### config.mk
export PLATFORM = sky130hd
export DESIGN_NAME = lfu_cache_table_core
export DESIGN_NICKNAME = d
export VERILOG_FILES = /design/src/rtl/lfu_pkg.sv /design/src/rtl/lfu_cache_table_core.sv /design/src/rtl/lfu_entry_ram.sv /design/src/rtl/lfu_scan_unit.sv
export SDC_FILE = /design/constraint.sdc
export NUM_CORES = 2
export LEC_CHECK = 0
export BUFFER_PORTS_ARGS = -buffer_cell sky130_fd_sc_hd__buf_4
export CAP_MARGIN = 20
export CORE_MARGIN = 5
export CORE_UTILIZATION = 35
export DETAILED_ROUTE_END_ITERATION = 7
export GPL_ROUTABILITY_DRIVEN = 0
export PLACE_DENSITY = 0.57
export SLEW_MARGIN = 20
export SYNTH_ARGS = -nofsm -noshare
export SYNTH_HDL_FRONTEND = slang
export SYNTH_SLANG_ARGS = --single-unit
export TNS_END_PERCENT = 50
### constraint.sdc
create_clock -name clk -period 27.1 [get_ports clk]
set_input_delay 0 -clock clk [delete_from_list [all_inputs] [get_ports clk]]
set_output_delay 0 -clock clk [all_outputs]
set_load 0.03 [all_outputs]
### src/rtl/lfu_pkg.sv
// ----------------------------------------------------------------------------
// lfu_pkg
// Shared types and constants for the LFU cache table: the stored entry
// layout, operation codes, use-count limit and stream payload widths.
// ----------------------------------------------------------------------------
package lfu_pkg;

    localparam int KEY_W    = 32;
    localparam int VALUE_W  = 32;
    localparam int COUNT_W  = 16;
    localparam int STAMP_W  = 32;
    localparam int CAP_W    = 5;

    // Input tdata: key, value. Output tdata: hit, read_value, evicted, evicted_key.
    localparam int S_TDATA_W = 64;
    localparam int M_TDATA_W = 72;

    localparam logic [CAP_W-1:0]   CAP_RESET = CAP_W'(16);
    localparam logic [COUNT_W-1:0] COUNT_MAX = {COUNT_W{1'b1}};

    typedef enum logic
    {
        OP_GET = 1'b0,
        OP_PUT = 1'b1
    } op_t;

    // One stored entry, written and read as a whole word
    typedef struct packed
    {
        logic [STAMP_W-1:0] stamp;
        logic [COUNT_W-1:0] use_count;
        logic [VALUE_W-1:0] value;
        logic [KEY_W-1:0]   key;
    } entry_t;

endpackage

### src/rtl/lfu_cache_table_core.sv
// Sequence: an accepted transaction scans the filled entries, then decides
//   and pushes its result; a new input is accepted only once back in idle.
// Scan: one entry per cycle over the occupied slots; the push waits while
//   the output is not free.
// Reset: store empty (occupancy zero), stamp counter zero, capacity 16; no
//   memory clearing pass, entries beyond the occupancy are never read.
// ----------------------------------------------------------------------------
// lfu_cache_table_core
// Fully associative key/value store with least-frequently-used replacement.
// A sequencer scans the filled entries through a shared compare unit, then
// writes back at most one entry and presents one result.
// ----------------------------------------------------------------------------
module lfu_cache_table_core #(
    parameter int ENTRIES = 16
) (
    input  logic                            clk,
    input  logic                            rst_n,
    // Input stream
    input  logic                            s_tvalid,
    output logic                            s_tready,
    input  logic [lfu_pkg::S_TDATA_W-1:0]   s_tdata,  // key[31:0], value[63:32]
    input  logic                            s_tuser,  // op[0]
    // Output stream
    output logic                            m_tvalid,
    input  logic                            m_tready,
    output logic [lfu_pkg::M_TDATA_W-1:0]   m_tdata,  // hit[0], read_value[32:1],
                                                      // evicted[33],
                                                      // evicted_key[65:34], zero[71:66]
    // Capacity register write
    input  logic                            cfg_valid,
    output logic                            cfg_ready,
    input  logic [lfu_pkg::CAP_W-1:0]       cfg_data
);

    localparam int IDX_W = (ENTRIES > 1) ? $clog2(ENTRIES) : 1;
    localparam int OCC_W = $clog2(ENTRIES + 1);
    localparam int CMP_W = (OCC_W > lfu_pkg::CAP_W) ? OCC_W : lfu_pkg::CAP_W;
    localparam int PAD_W = lfu_pkg::M_TDATA_W - (2 + lfu_pkg::VALUE_W + lfu_pkg::KEY_W);

    typedef enum logic [1:0]
    {
        ST_IDLE,
        ST_SCAN,
        ST_DECIDE,
        ST_PUSH
    } state_t;

    state_t                         state_reg;
    logic [lfu_pkg::CAP_W-1:0]      capacity_reg;
    logic [OCC_W-1:0]               occupancy_reg;
    logic [OCC_W-1:0]               occupancy_next;
    logic [lfu_pkg::STAMP_W-1:0]    stamp_reg;
    logic [lfu_pkg::STAMP_W-1:0]    stamp_inc;
    logic [OCC_W-1:0]               issue_cnt_reg;
    logic                           pend_reg;
    logic [IDX_W-1:0]               pend_idx_reg;
    lfu_pkg::op_t                   op_reg;
    logic [lfu_pkg::KEY_W-1:0]      key_reg;
    logic [lfu_pkg::VALUE_W-1:0]    value_reg;
    logic                           res_hit_reg;
    logic [lfu_pkg::VALUE_W-1:0]    res_rd_reg;
    logic                           res_ev_reg;
    logic [lfu_pkg::KEY_W-1:0]      res_evk_reg;
    logic                           m_tvalid_reg;
    logic [lfu_pkg::M_TDATA_W-1:0]  m_tdata_reg;

    logic                           s_accept;
    logic                           rd_en;
    lfu_pkg::entry_t                rd_data;
    logic                           match_found;
    logic [IDX_W-1:0]               match_idx;
    lfu_pkg::entry_t                match_entry;
    logic [IDX_W-1:0]               victim_idx;
    logic [lfu_pkg::KEY_W-1:0]      victim_key;
    logic [CMP_W-1:0]               cap_eff;
    logic                           wr_en;
    logic [IDX_W-1:0]               wr_addr;
    lfu_pkg::entry_t                wr_data;
    logic [lfu_pkg::COUNT_W-1:0]    count_up;
    logic                           dec_hit;
    logic [lfu_pkg::VALUE_W-1:0]    dec_rd;
    logic                           dec_ev;
    logic [lfu_pkg::KEY_W-1:0]      dec_evk;
    logic                           out_free;

    assign s_tready  = (state_reg == ST_IDLE);
    assign s_accept  = s_tvalid && s_tready;
    assign cfg_ready = 1'b1;
    assign m_tvalid  = m_tvalid_reg;
    assign m_tdata   = m_tdata_reg;
    assign out_free  = !m_tvalid_reg || m_tready;

    // Issue one read per cycle over the filled slots
    assign rd_en     = (state_reg == ST_SCAN) && (issue_cnt_reg < occupancy_reg);
    assign stamp_inc = stamp_reg + lfu_pkg::STAMP_W'(1);

    lfu_entry_ram #(
        .ENTRIES (ENTRIES),
        .IDX_W   (IDX_W)
    ) u_ram (
        .clk     (clk),
        .rd_en   (rd_en),
        .rd_addr (issue_cnt_reg[IDX_W-1:0]),
        .rd_data (rd_data),
        .wr_en   (wr_en),
        .wr_addr (wr_addr),
        .wr_data (wr_data)
    );

    lfu_scan_unit #(
        .IDX_W (IDX_W)
    ) u_scan (
        .clk         (clk),
        .rst_n       (rst_n),
        .clear       (s_accept),
        .entry_vld   (pend_reg),
        .entry_idx   (pend_idx_reg),
        .entry       (rd_data),
        .key         (key_reg),
        .match_found (match_found),
        .match_idx   (match_idx),
        .match_entry (match_entry),
        .victim_idx  (victim_idx),
        .victim_key  (victim_key)
    );

    // Decide the write-back and the result from the scan outcome
    always_comb
    begin
        cap_eff = (CMP_W'(capacity_reg) > CMP_W'(ENTRIES)) ? CMP_W'(ENTRIES)
                                                          : CMP_W'(capacity_reg);
        count_up = (match_entry.use_count == lfu_pkg::COUNT_MAX)
                 ? match_entry.use_count
                 : match_entry.use_count + lfu_pkg::COUNT_W'(1);

        wr_en          = 1'b0;
        wr_addr        = match_idx;
        wr_data        = match_entry;
        occupancy_next = occupancy_reg;
        dec_hit        = match_found;
        dec_rd         = '0;
        dec_ev         = 1'b0;
        dec_evk        = '0;

        if (state_reg == ST_DECIDE)
        begin
            if (op_reg == lfu_pkg::OP_GET)
            begin
                // Touch the entry on a lookup hit
                if (match_found)
                begin
                    dec_rd            = match_entry.value;
                    wr_en             = 1'b1;
                    wr_data.use_count = count_up;
                    wr_data.stamp     = stamp_inc;
                end
            end
            else if (cap_eff != '0)
            begin
                if (match_found)
                begin
                    // Overwrite value and touch
                    wr_en             = 1'b1;
                    wr_data.value     = value_reg;
                    wr_data.use_count = count_up;
                    wr_data.stamp     = stamp_inc;
                end
                else
                begin
                    // Insert, evicting the candidate when full
                    wr_en             = 1'b1;
                    wr_data.key       = key_reg;
                    wr_data.value     = value_reg;
                    wr_data.use_count = lfu_pkg::COUNT_W'(1);
                    wr_data.stamp     = stamp_inc;
                    if ((CMP_W'(occupancy_reg) >= cap_eff) && (occupancy_reg != '0))
                    begin
                        dec_ev  = 1'b1;
                        dec_evk = victim_key;
                        wr_addr = victim_idx;
                    end
                    else
                    begin
                        wr_addr        = occupancy_reg[IDX_W-1:0];
                        occupancy_next = occupancy_reg + OCC_W'(1);
                    end
                end
            end
        end
    end

    // Sequencer, counters and output register
    always_ff @(posedge clk or negedge rst_n)
    begin
        if (!rst_n)
        begin
            state_reg     <= ST_IDLE;
            capacity_reg  <= lfu_pkg::CAP_RESET;
            occupancy_reg <= '0;
            stamp_reg     <= '0;
            issue_cnt_reg <= '0;
            pend_reg      <= 1'b0;
            m_tvalid_reg  <= 1'b0;
        end
        else
        begin
            if (cfg_valid && cfg_ready)
            begin
                capacity_reg <= cfg_data;
            end

            // Raise the output when a result is pushed, drop it once taken
            if ((state_reg == ST_PUSH) && out_free)
            begin
                m_tvalid_reg <= 1'b1;
            end
            else if (m_tready)
            begin
                m_tvalid_reg <= 1'b0;
            end

            pend_reg <= rd_en;

            case (state_reg)
                ST_IDLE:
                begin
                    if (s_accept)
                    begin
                        issue_cnt_reg <= '0;
                        state_reg     <= ST_SCAN;
                    end
                end
                ST_SCAN:
                begin
                    if (rd_en)
                    begin
                        issue_cnt_reg <= issue_cnt_reg + OCC_W'(1);
                    end
                    else if (!pend_reg)
                    begin
                        state_reg <= ST_DECIDE;
                    end
                end
                ST_DECIDE:
                begin
                    occupancy_reg <= occupancy_next;
                    if (wr_en)
                    begin
                        stamp_reg <= stamp_inc;
                    end
                    state_reg <= ST_PUSH;
                end
                ST_PUSH:
                begin
                    if (out_free)
                    begin
                        state_reg <= ST_IDLE;
                    end
                end
                default:
                begin
                    state_reg <= ST_IDLE;
                end
            endcase
        end
    end

    // Payload registers
    always_ff @(posedge clk)
    begin
        if (s_accept)
        begin
            op_reg    <= lfu_pkg::op_t'(s_tuser);
            key_reg   <= s_tdata[lfu_pkg::KEY_W-1:0];
            value_reg <= s_tdata[lfu_pkg::S_TDATA_W-1:lfu_pkg::KEY_W];
        end
        if (rd_en)
        begin
            pend_idx_reg <= issue_cnt_reg[IDX_W-1:0];
        end
        if (state_reg == ST_DECIDE)
        begin
            res_hit_reg <= dec_hit;
            res_rd_reg  <= dec_rd;
            res_ev_reg  <= dec_ev;
            res_evk_reg <= dec_evk;
        end
        if ((state_reg == ST_PUSH) && out_free)
        begin
            m_tdata_reg <= {{PAD_W{1'b0}}, res_evk_reg, res_ev_reg, res_rd_reg, res_hit_reg};
        end
    end

endmodule

### src/rtl/lfu_entry_ram.sv
// ----------------------------------------------------------------------------
// lfu_entry_ram
// Entry storage: one write port and one read port, read data registered.
// ----------------------------------------------------------------------------
module lfu_entry_ram #(
    parameter int ENTRIES = 16,
    parameter int IDX_W   = 4
) (
    input  logic                 clk,
    input  logic                 rd_en,
    input  logic [IDX_W-1:0]     rd_addr,
    output lfu_pkg::entry_t      rd_data,
    input  logic                 wr_en,
    input  logic [IDX_W-1:0]     wr_addr,
    input  lfu_pkg::entry_t      wr_data
);

    lfu_pkg::entry_t mem [ENTRIES];

    // Write one entry
    always_ff @(posedge clk)
    begin
        if (wr_en)
        begin
            mem[wr_addr] <= wr_data;
        end
    end

    // Read one entry, data available next cycle
    always_ff @(posedge clk)
    begin
        if (rd_en)
        begin
            rd_data <= mem[rd_addr];
        end
    end

endmodule

### src/rtl/lfu_scan_unit.sv
// ----------------------------------------------------------------------------
// lfu_scan_unit
// Shared compare unit: takes one stored entry per cycle, tracks the first key
// match and the eviction candidate (lowest use count, then oldest stamp).
// ----------------------------------------------------------------------------
module lfu_scan_unit #(
    parameter int IDX_W = 4
) (
    input  logic                          clk,
    input  logic                          rst_n,
    input  logic                          clear,
    input  logic                          entry_vld,
    input  logic [IDX_W-1:0]              entry_idx,
    input  lfu_pkg::entry_t               entry,
    input  logic [lfu_pkg::KEY_W-1:0]     key,
    output logic                          match_found,
    output logic [IDX_W-1:0]              match_idx,
    output lfu_pkg::entry_t               match_entry,
    output logic [IDX_W-1:0]              victim_idx,
    output logic [lfu_pkg::KEY_W-1:0]     victim_key
);

    logic                           match_found_reg;
    logic [IDX_W-1:0]               match_idx_reg;
    lfu_pkg::entry_t                match_entry_reg;
    logic                           best_valid_reg;
    logic [IDX_W-1:0]               best_idx_reg;
    logic [lfu_pkg::COUNT_W-1:0]    best_count_reg;
    logic [lfu_pkg::STAMP_W-1:0]    best_stamp_reg;
    logic [lfu_pkg::KEY_W-1:0]      best_key_reg;
    logic                           is_match;
    logic                           is_better;

    // Compare the incoming entry against the key and the current candidate
    always_comb
    begin
        is_match  = entry_vld && !match_found_reg && (entry.key == key);
        is_better = entry_vld &&
                    (!best_valid_reg ||
                     (entry.use_count < best_count_reg) ||
                     ((entry.use_count == best_count_reg) &&
                      (entry.stamp < best_stamp_reg)));
    end

    // Track flags, cleared at the start of each transaction
    always_ff @(posedge clk or negedge rst_n)
    begin
        if (!rst_n)
        begin
            match_found_reg <= 1'b0;
            best_valid_reg  <= 1'b0;
        end
        else if (clear)
        begin
            match_found_reg <= 1'b0;
            best_valid_reg  <= 1'b0;
        end
        else
        begin
            if (is_match)
            begin
                match_found_reg <= 1'b1;
            end
            if (is_better)
            begin
                best_valid_reg <= 1'b1;
            end
        end
    end

    // Capture matched entry and candidate payload
    always_ff @(posedge clk)
    begin
        if (is_match)
        begin
            match_idx_reg   <= entry_idx;
            match_entry_reg <= entry;
        end
        if (is_better)
        begin
            best_idx_reg   <= entry_idx;
            best_count_reg <= entry.use_count;
            best_stamp_reg <= entry.stamp;
            best_key_reg   <= entry.key;
        end
    end

    assign match_found = match_found_reg;
    assign match_idx   = match_idx_reg;
    assign match_entry = match_entry_reg;
    assign victim_idx  = best_idx_reg;
    assign victim_key  = best_key_reg;

endmodule
Word level (Yosys, flattened, before mapping) --
Memories as Yosys holds them, arrays and structs flattened. A register that Yosys moved wholly into a read port is not among the register bits. Cells that the tools add are included.
Word-level totals: register bits 454, input port bits 75, bits in writable memories 1792, output and inout port bits 75, word-level logic and storage cells 115, memories kept 1
Operators by class: muxes and demuxes 35, $add $sub $neg 4, reductions and logical operators 28, bitwise gates (word level) 4, $lt $le $gt $ge 5, equal/unequal tests 11
Memories:
- u_ram.mem | depth 16, width 112, read ports 1, clocked after Yosys merged registers in 1, write ports 1, RTL line lfu_entry_ram.sv:18 | lfu_pkg::entry_t mem [ENTRIES];
Operators with widths (count):
- $mux W112 | 2
- $mux W48 | 3
- $mux W64 | 1
- $add A32 B1 Y32 const B | 1
- $eq A32 B32 Y1 | 1
- $lt A32 B32 Y1 | 1
- $mux W32 | 1
- $mux W4 | 5
- $add A16 B1 Y16 const B | 1
- $eq A16 B16 Y1 | 1
- $eq A16 B16 Y1 const B | 1
- $lt A16 B16 Y1 | 1
- $mux W16 | 1
- $mux W5 | 3
- $mux W1 | 13
- $add A5 B1 Y5 const B | 2
- $pmux W5 S2 | 1
- $reduce_bool A5 Y1 | 2
- $logic_and A1 B1 Y1 | 8
- $mux W2 | 4
- $ne A2 B2 Y1 const B | 4
- $pmux W2 S4 | 1
- $reduce_bool A2 Y1 | 4
- $ge A5 B5 Y1 | 1
- 16 further kinds | 24

Logic depth before layout (Yosys ltp) --
word-level depth 9, depth in mapped cells 9

Modules after synthesis --
A second synthesis with hierarchy kept.
Second synthesis, totals: cell total of the unflattened synthesis 4219, area, all modules 89387.0 um^2
Modules (own cells, without submodules):
- lfu_entry_ram | seq. area each 57174.8 um^2, area an instance 70289.9 um^2, instances 1, cells an instance 2864
- lfu_cache_table_core | seq. area each 7313.3 um^2, area an instance 11479.8 um^2, instances 1, cells an instance 940
- lfu_scan_unit | seq. area each 6055.8 um^2, area an instance 7617.3 um^2, instances 1, cells an instance 415

Worst setup path after synthesis --
Ideal clock, no wire load.
kind register to register, from register key_reg[18] (netlist name), to register u_scan.match_entry_reg (netlist bit u_scan.match_entry[0]) (enable), slack 14.158 ns, stages on the path, launching flop included 6, data arrival time 12.063 ns, required time 26.221 ns, setup time 0.879 ns, path through edfxtp_1 -> xor2_1 -> nor4_1 -> and4_1 -> nand4_1 -> nor4_1
On the way: word-level cells in the longest chain between the ends 2
RTL lines:
- from (decl) | RTL line lfu_cache_table_core.sv:58 | logic [lfu_pkg::KEY_W-1:0] key_reg;
- from (signal assigned) | RTL line lfu_cache_table_core.sv:274 | key_reg <= s_tdata[lfu_pkg::KEY_W-1:0];
- $eq A32 B32 Y1 | RTL line lfu_scan_unit.sv:37 | is_match = entry_vld && !match_found_reg && (entry.key == key);
- $logic_and A1 B1 Y1 | RTL line lfu_scan_unit.sv:37
- net u_scan.is_match | RTL line lfu_scan_unit.sv:31 | logic is_match;
- to (signal assigned) | RTL line lfu_scan_unit.sv:77 | match_entry_reg <= entry;
- to (decl) | RTL line lfu_scan_unit.sv:25 | lfu_pkg::entry_t match_entry_reg;
The timed path passes the listed nets, and every way through them passes these cells. A chain may end at the register's enable or synchronous reset.

Final worst setup path --
from register state_reg[0], to memory u_ram.mem[15][36] (netlist name) (enable)
On the way: word-level cells in the longest chain between the ends 4
RTL lines:
- from (decl) | RTL line lfu_cache_table_core.sv:48 | state_t state_reg;
- from (signal assigned) | RTL line lfu_cache_table_core.sv:197 | state_reg <= ST_IDLE;
- from (signal assigned) | RTL line lfu_cache_table_core.sv:230 | state_reg <= ST_SCAN;
- from (signal assigned) | RTL line lfu_cache_table_core.sv:241 | state_reg <= ST_DECIDE;
- $eq A2 B2 Y1 * | RTL line lfu_cache_table_core.sv:145 | if (state_reg == ST_DECIDE)
- $mux W1 | RTL line lfu_cache_table_core.sv:145
- $mux W1 | RTL line lfu_entry_ram.sv:23 | if (wr_en)
- $mux W1 (not written as such) | RTL line lfu_entry_ram.sv:25 | mem[wr_addr] <= wr_data;
- to (decl) | RTL line lfu_entry_ram.sv:18
Every way passes the cells marked *; elsewhere a longest branch is shown, timed or not.

==> flow_summary_export.csv <==
group,metric,value,unit
run_status,outcome,"finished, final reports clean",
power,ir_drop,0.07180,mV
detailed_routing,drc_errors,0,
timing,fin_crit,5.381,ns
setup_path,critPathKind,"reg2reg",
placement,dp_cells,7401,
grt,grt_overflow,0,
timing,worst_pin_slew,1.219,ns
power,powerDensity,94.43,mW/mm²
finish,fillers,22160,
floorplanning,design.core.area,0.2542,mm²
power,total_leakage_power,32.61,nW
timing,fmax,0.1858,GHz
logic_synthesis,synth_seq_cells,2358,
grt,grt_util_all_layers,15.55,%
logic_synthesis,avgSynthCellArea,22.57,µm²
setup_path,timing.rr.start,"state_reg[0]$_DFFE_PN0P_",
placement,post-place-ws,21.61,ns
clocking,cts_tree,"built",
clocking,clock_path_buffers,3,
timing,finalClockSkew,0.06977,ns
clocking,cts_max_level,4,
setup_path,crit_path_start,"state_reg[0]$_DFFE_PN0P_",
grt,grt_max_degree,150,
floorplanning,ios,150,
timing,setup_viol,0,
grt,antenna_found_initial,4,
grt,grt_pass1_vias,42260,
timing,final_max_slew_viol_count,0,
floorplanning,rows,185,
detailed_routing,dr.first_iter.drc_count,3857,
clocking,cts_buffers,225,
floorplanning,dieHeight,515.5,µm
detailed_routing,vias,40960,
setup_path,crit_required,27.55,ns
grt,grt_pass1_wl,302800,µm
clocking,clk_latency,0.87,ns
clocking,root_buffer,"clkbuf_16",
setup_path,startpoint_type,"flop",
timing,rsz0062_at_grt,"no",
setup_path,crit_fanout,54,
finish,instances_no_fill,7961,
logic_synthesis,synthArstFlopShare,2.248,%
detailed_routing,wl,208700,µm
finish,largest_reg_flops,1792,
detailed_routing,firstDrtPassIters,5,
finish,drive_gt1_share,26.33,%
run,drv_cap,0,
hold_path,hold_class,"in2reg",
logic_synthesis,synthCells,3963,
logic_synthesis,yosysUniqueCellTypes,64,
logic_synthesis,synth_edf_count,2305,
logic_synthesis,syn_area,0.08944,mm²
floorplanning,die_area,0.2657,mm²
clocking,clkSinkCount,2358,
setup_path,worstPathArrival,5.83,ns
setup_path,cp-end-kind,"flop",
finish,fin_util,40.89,%
floorplanning,die_x,515.5,µm
placement,hpwl,107100,µm
timing,fin_setup_tns,0,ns
finish,nNetsFinal,4547,
floorplanning,start_util,35.19,%
clocking,clk_pin_slew,0.06,ns
power,power,9.814,mW
finish,area_delta_synth_final,16.20,%
timing,finalHoldViolCount,0,
hold_path,hold_start,"cfg_data[2]",
placement,io_buffers,142,
timing,max_slew_margin,18.75,%
logic_synthesis,ys_warn_count,0,
detailed_routing,ant_nets,0,
timing,fin_ws,21.72,ns
logic_synthesis,ys_seq_area_share,78.88,%
timing,period_share,19.86,%
logic_synthesis,synthFlopType,"edfxtp_1",
detailed_routing,via_per_inst,5.145,
detailed_routing,wl_per_cell,26.22,µm
critical path, cell delays in order, from the launching register on:
cell	delay, ns
dfrtp_1	0.40
inv_1	0.14
ha_4	0.49
buf_4	0.74
o221a_2	0.81
nand3_1	0.52
nor2_4	0.23
buf_4	0.62
buf_4	0.82
report_power, final:
part	leakage (nW)	switching [mW]	internal, mW
logic	7.44	1.10	0.784
registers	21.6	0.220	4.58
clock network	3.56	1.36	1.77
layout by cell type, fill, tap and decap left out, types with 12 or more instances in the layout:
master and n:
edfxtp_1 2305, mux4_2 560, buf_4 229, clkbuf_16 225
nand2_1 199, dlygate4sd3_1 142, inv_1 65, and2_1 65
ha_1 64, clkinv_1 60, o21ai_0 57, xnor2_1 54
dfrtp_1 48, xor2_1 43, clkbuf_1 42, nor2_1 40
mux2_2 38, clkinv_2 34, nand3_1 31, a21oi_1 25
bufinv_16 25, nand4_1 20, nor2_4 17, and3_1 12
nor3_1 12
kinds of logic (layout without fill, tap and decap cells):
kind of cell	count (synthesis)	after routing	share of synthesized area, %
xor+xnor	97	97	0.9499
other cells	2	11	0.008397
buf+inv	239	862	1.123
flops	2358	2358	78.88
fa+ha+maj	65	65	0.9093
mux	602	602	14.63
simple gates	448	448	2.433
compound gates	152	152	1.074
cell type report:
cell class | instances | area (µm²) | share of cell area, %
antenna | 4 | 10.01 | 0.009631
clock buffer | 267 | 5788 | 5.569
timing repair buffer | 385 | 3415 | 3.285
tap | 3366 | 4212 | 4.052
multi-input combinational | 1371 | 18160 | 17.47
sequential | 2358 | 70560 | 67.89
inverter | 66 | 250.2 | 0.2408
clock inverter | 144 | 1535 | 1.477
metrics by stage:
step | hold WS (ns) | area, µm²
finish | 0.07095 | 103900
global route | 0.04063 | 103900
CTS | 0.01982 | 103900
detailed placement | 0.1093 | 95090
global placement | 0.1142 | 95060
floorplan | -0.2956 | 89450
layer usage:
layer	part of all wire, %	vias up	track usage (%)
li1	-	17310	-
met1	44	22270	22.11
met2	49	1113	25.46
met3	4.7	261	2.178
met4	2.2	0	3.806
met5	0	-	0
Yosys cell counts, drive strengths merged (8+ instances only):
master,number,area share (%)
a21oi,26,0.15
mux2,38,0.48
and3,12,0.084
nor4,10,0.070
ha,65,0.91
mux4,560,14
nand2,201,0.85
xnor2,54,0.53
edfxtp,2305,77
nand4,20,0.14
o21ai,72,0.40
nand3,31,0.17
nand2b,8,0.056
clkbuf,96,0.40
dfrtp,52,1.5
and2,67,0.47
xor2,43,0.42
nor3,16,0.10
buf,77,0.44
a31oi,12,0.084
nor2,59,0.26
inv,66,0.28
worst paths after layout:
path | to | slack [ns] | cells past startpoint
max in group asynchronous | occupancy_reg[2]$_DFFE_PN0P_ | 26.40 | 4
worst min register to register | m_tdata[32]$_DFFE_PP_ | 0.41 | 0
worst min-delay path | capacity_reg[2]$_DFFE_PN0P_ | 0.07 | 3
min in group asynchronous | capacity_reg[4]$_DFFE_PN1P_ | 0.36 | 3
worst max register to register | u_ram.mem[15][36]$_DFFE_PP_ | 21.72 | 8
worst max-delay path | u_ram.mem[15][36]$_DFFE_PP_ | 21.72 | 8
timing repair:
action	CTS	global route
hold buffers	143	0
setup buffers	0	0
gates resized for setup	0	0
hold endpoints to repair	150	0
(Power assumes the default switching activity.)
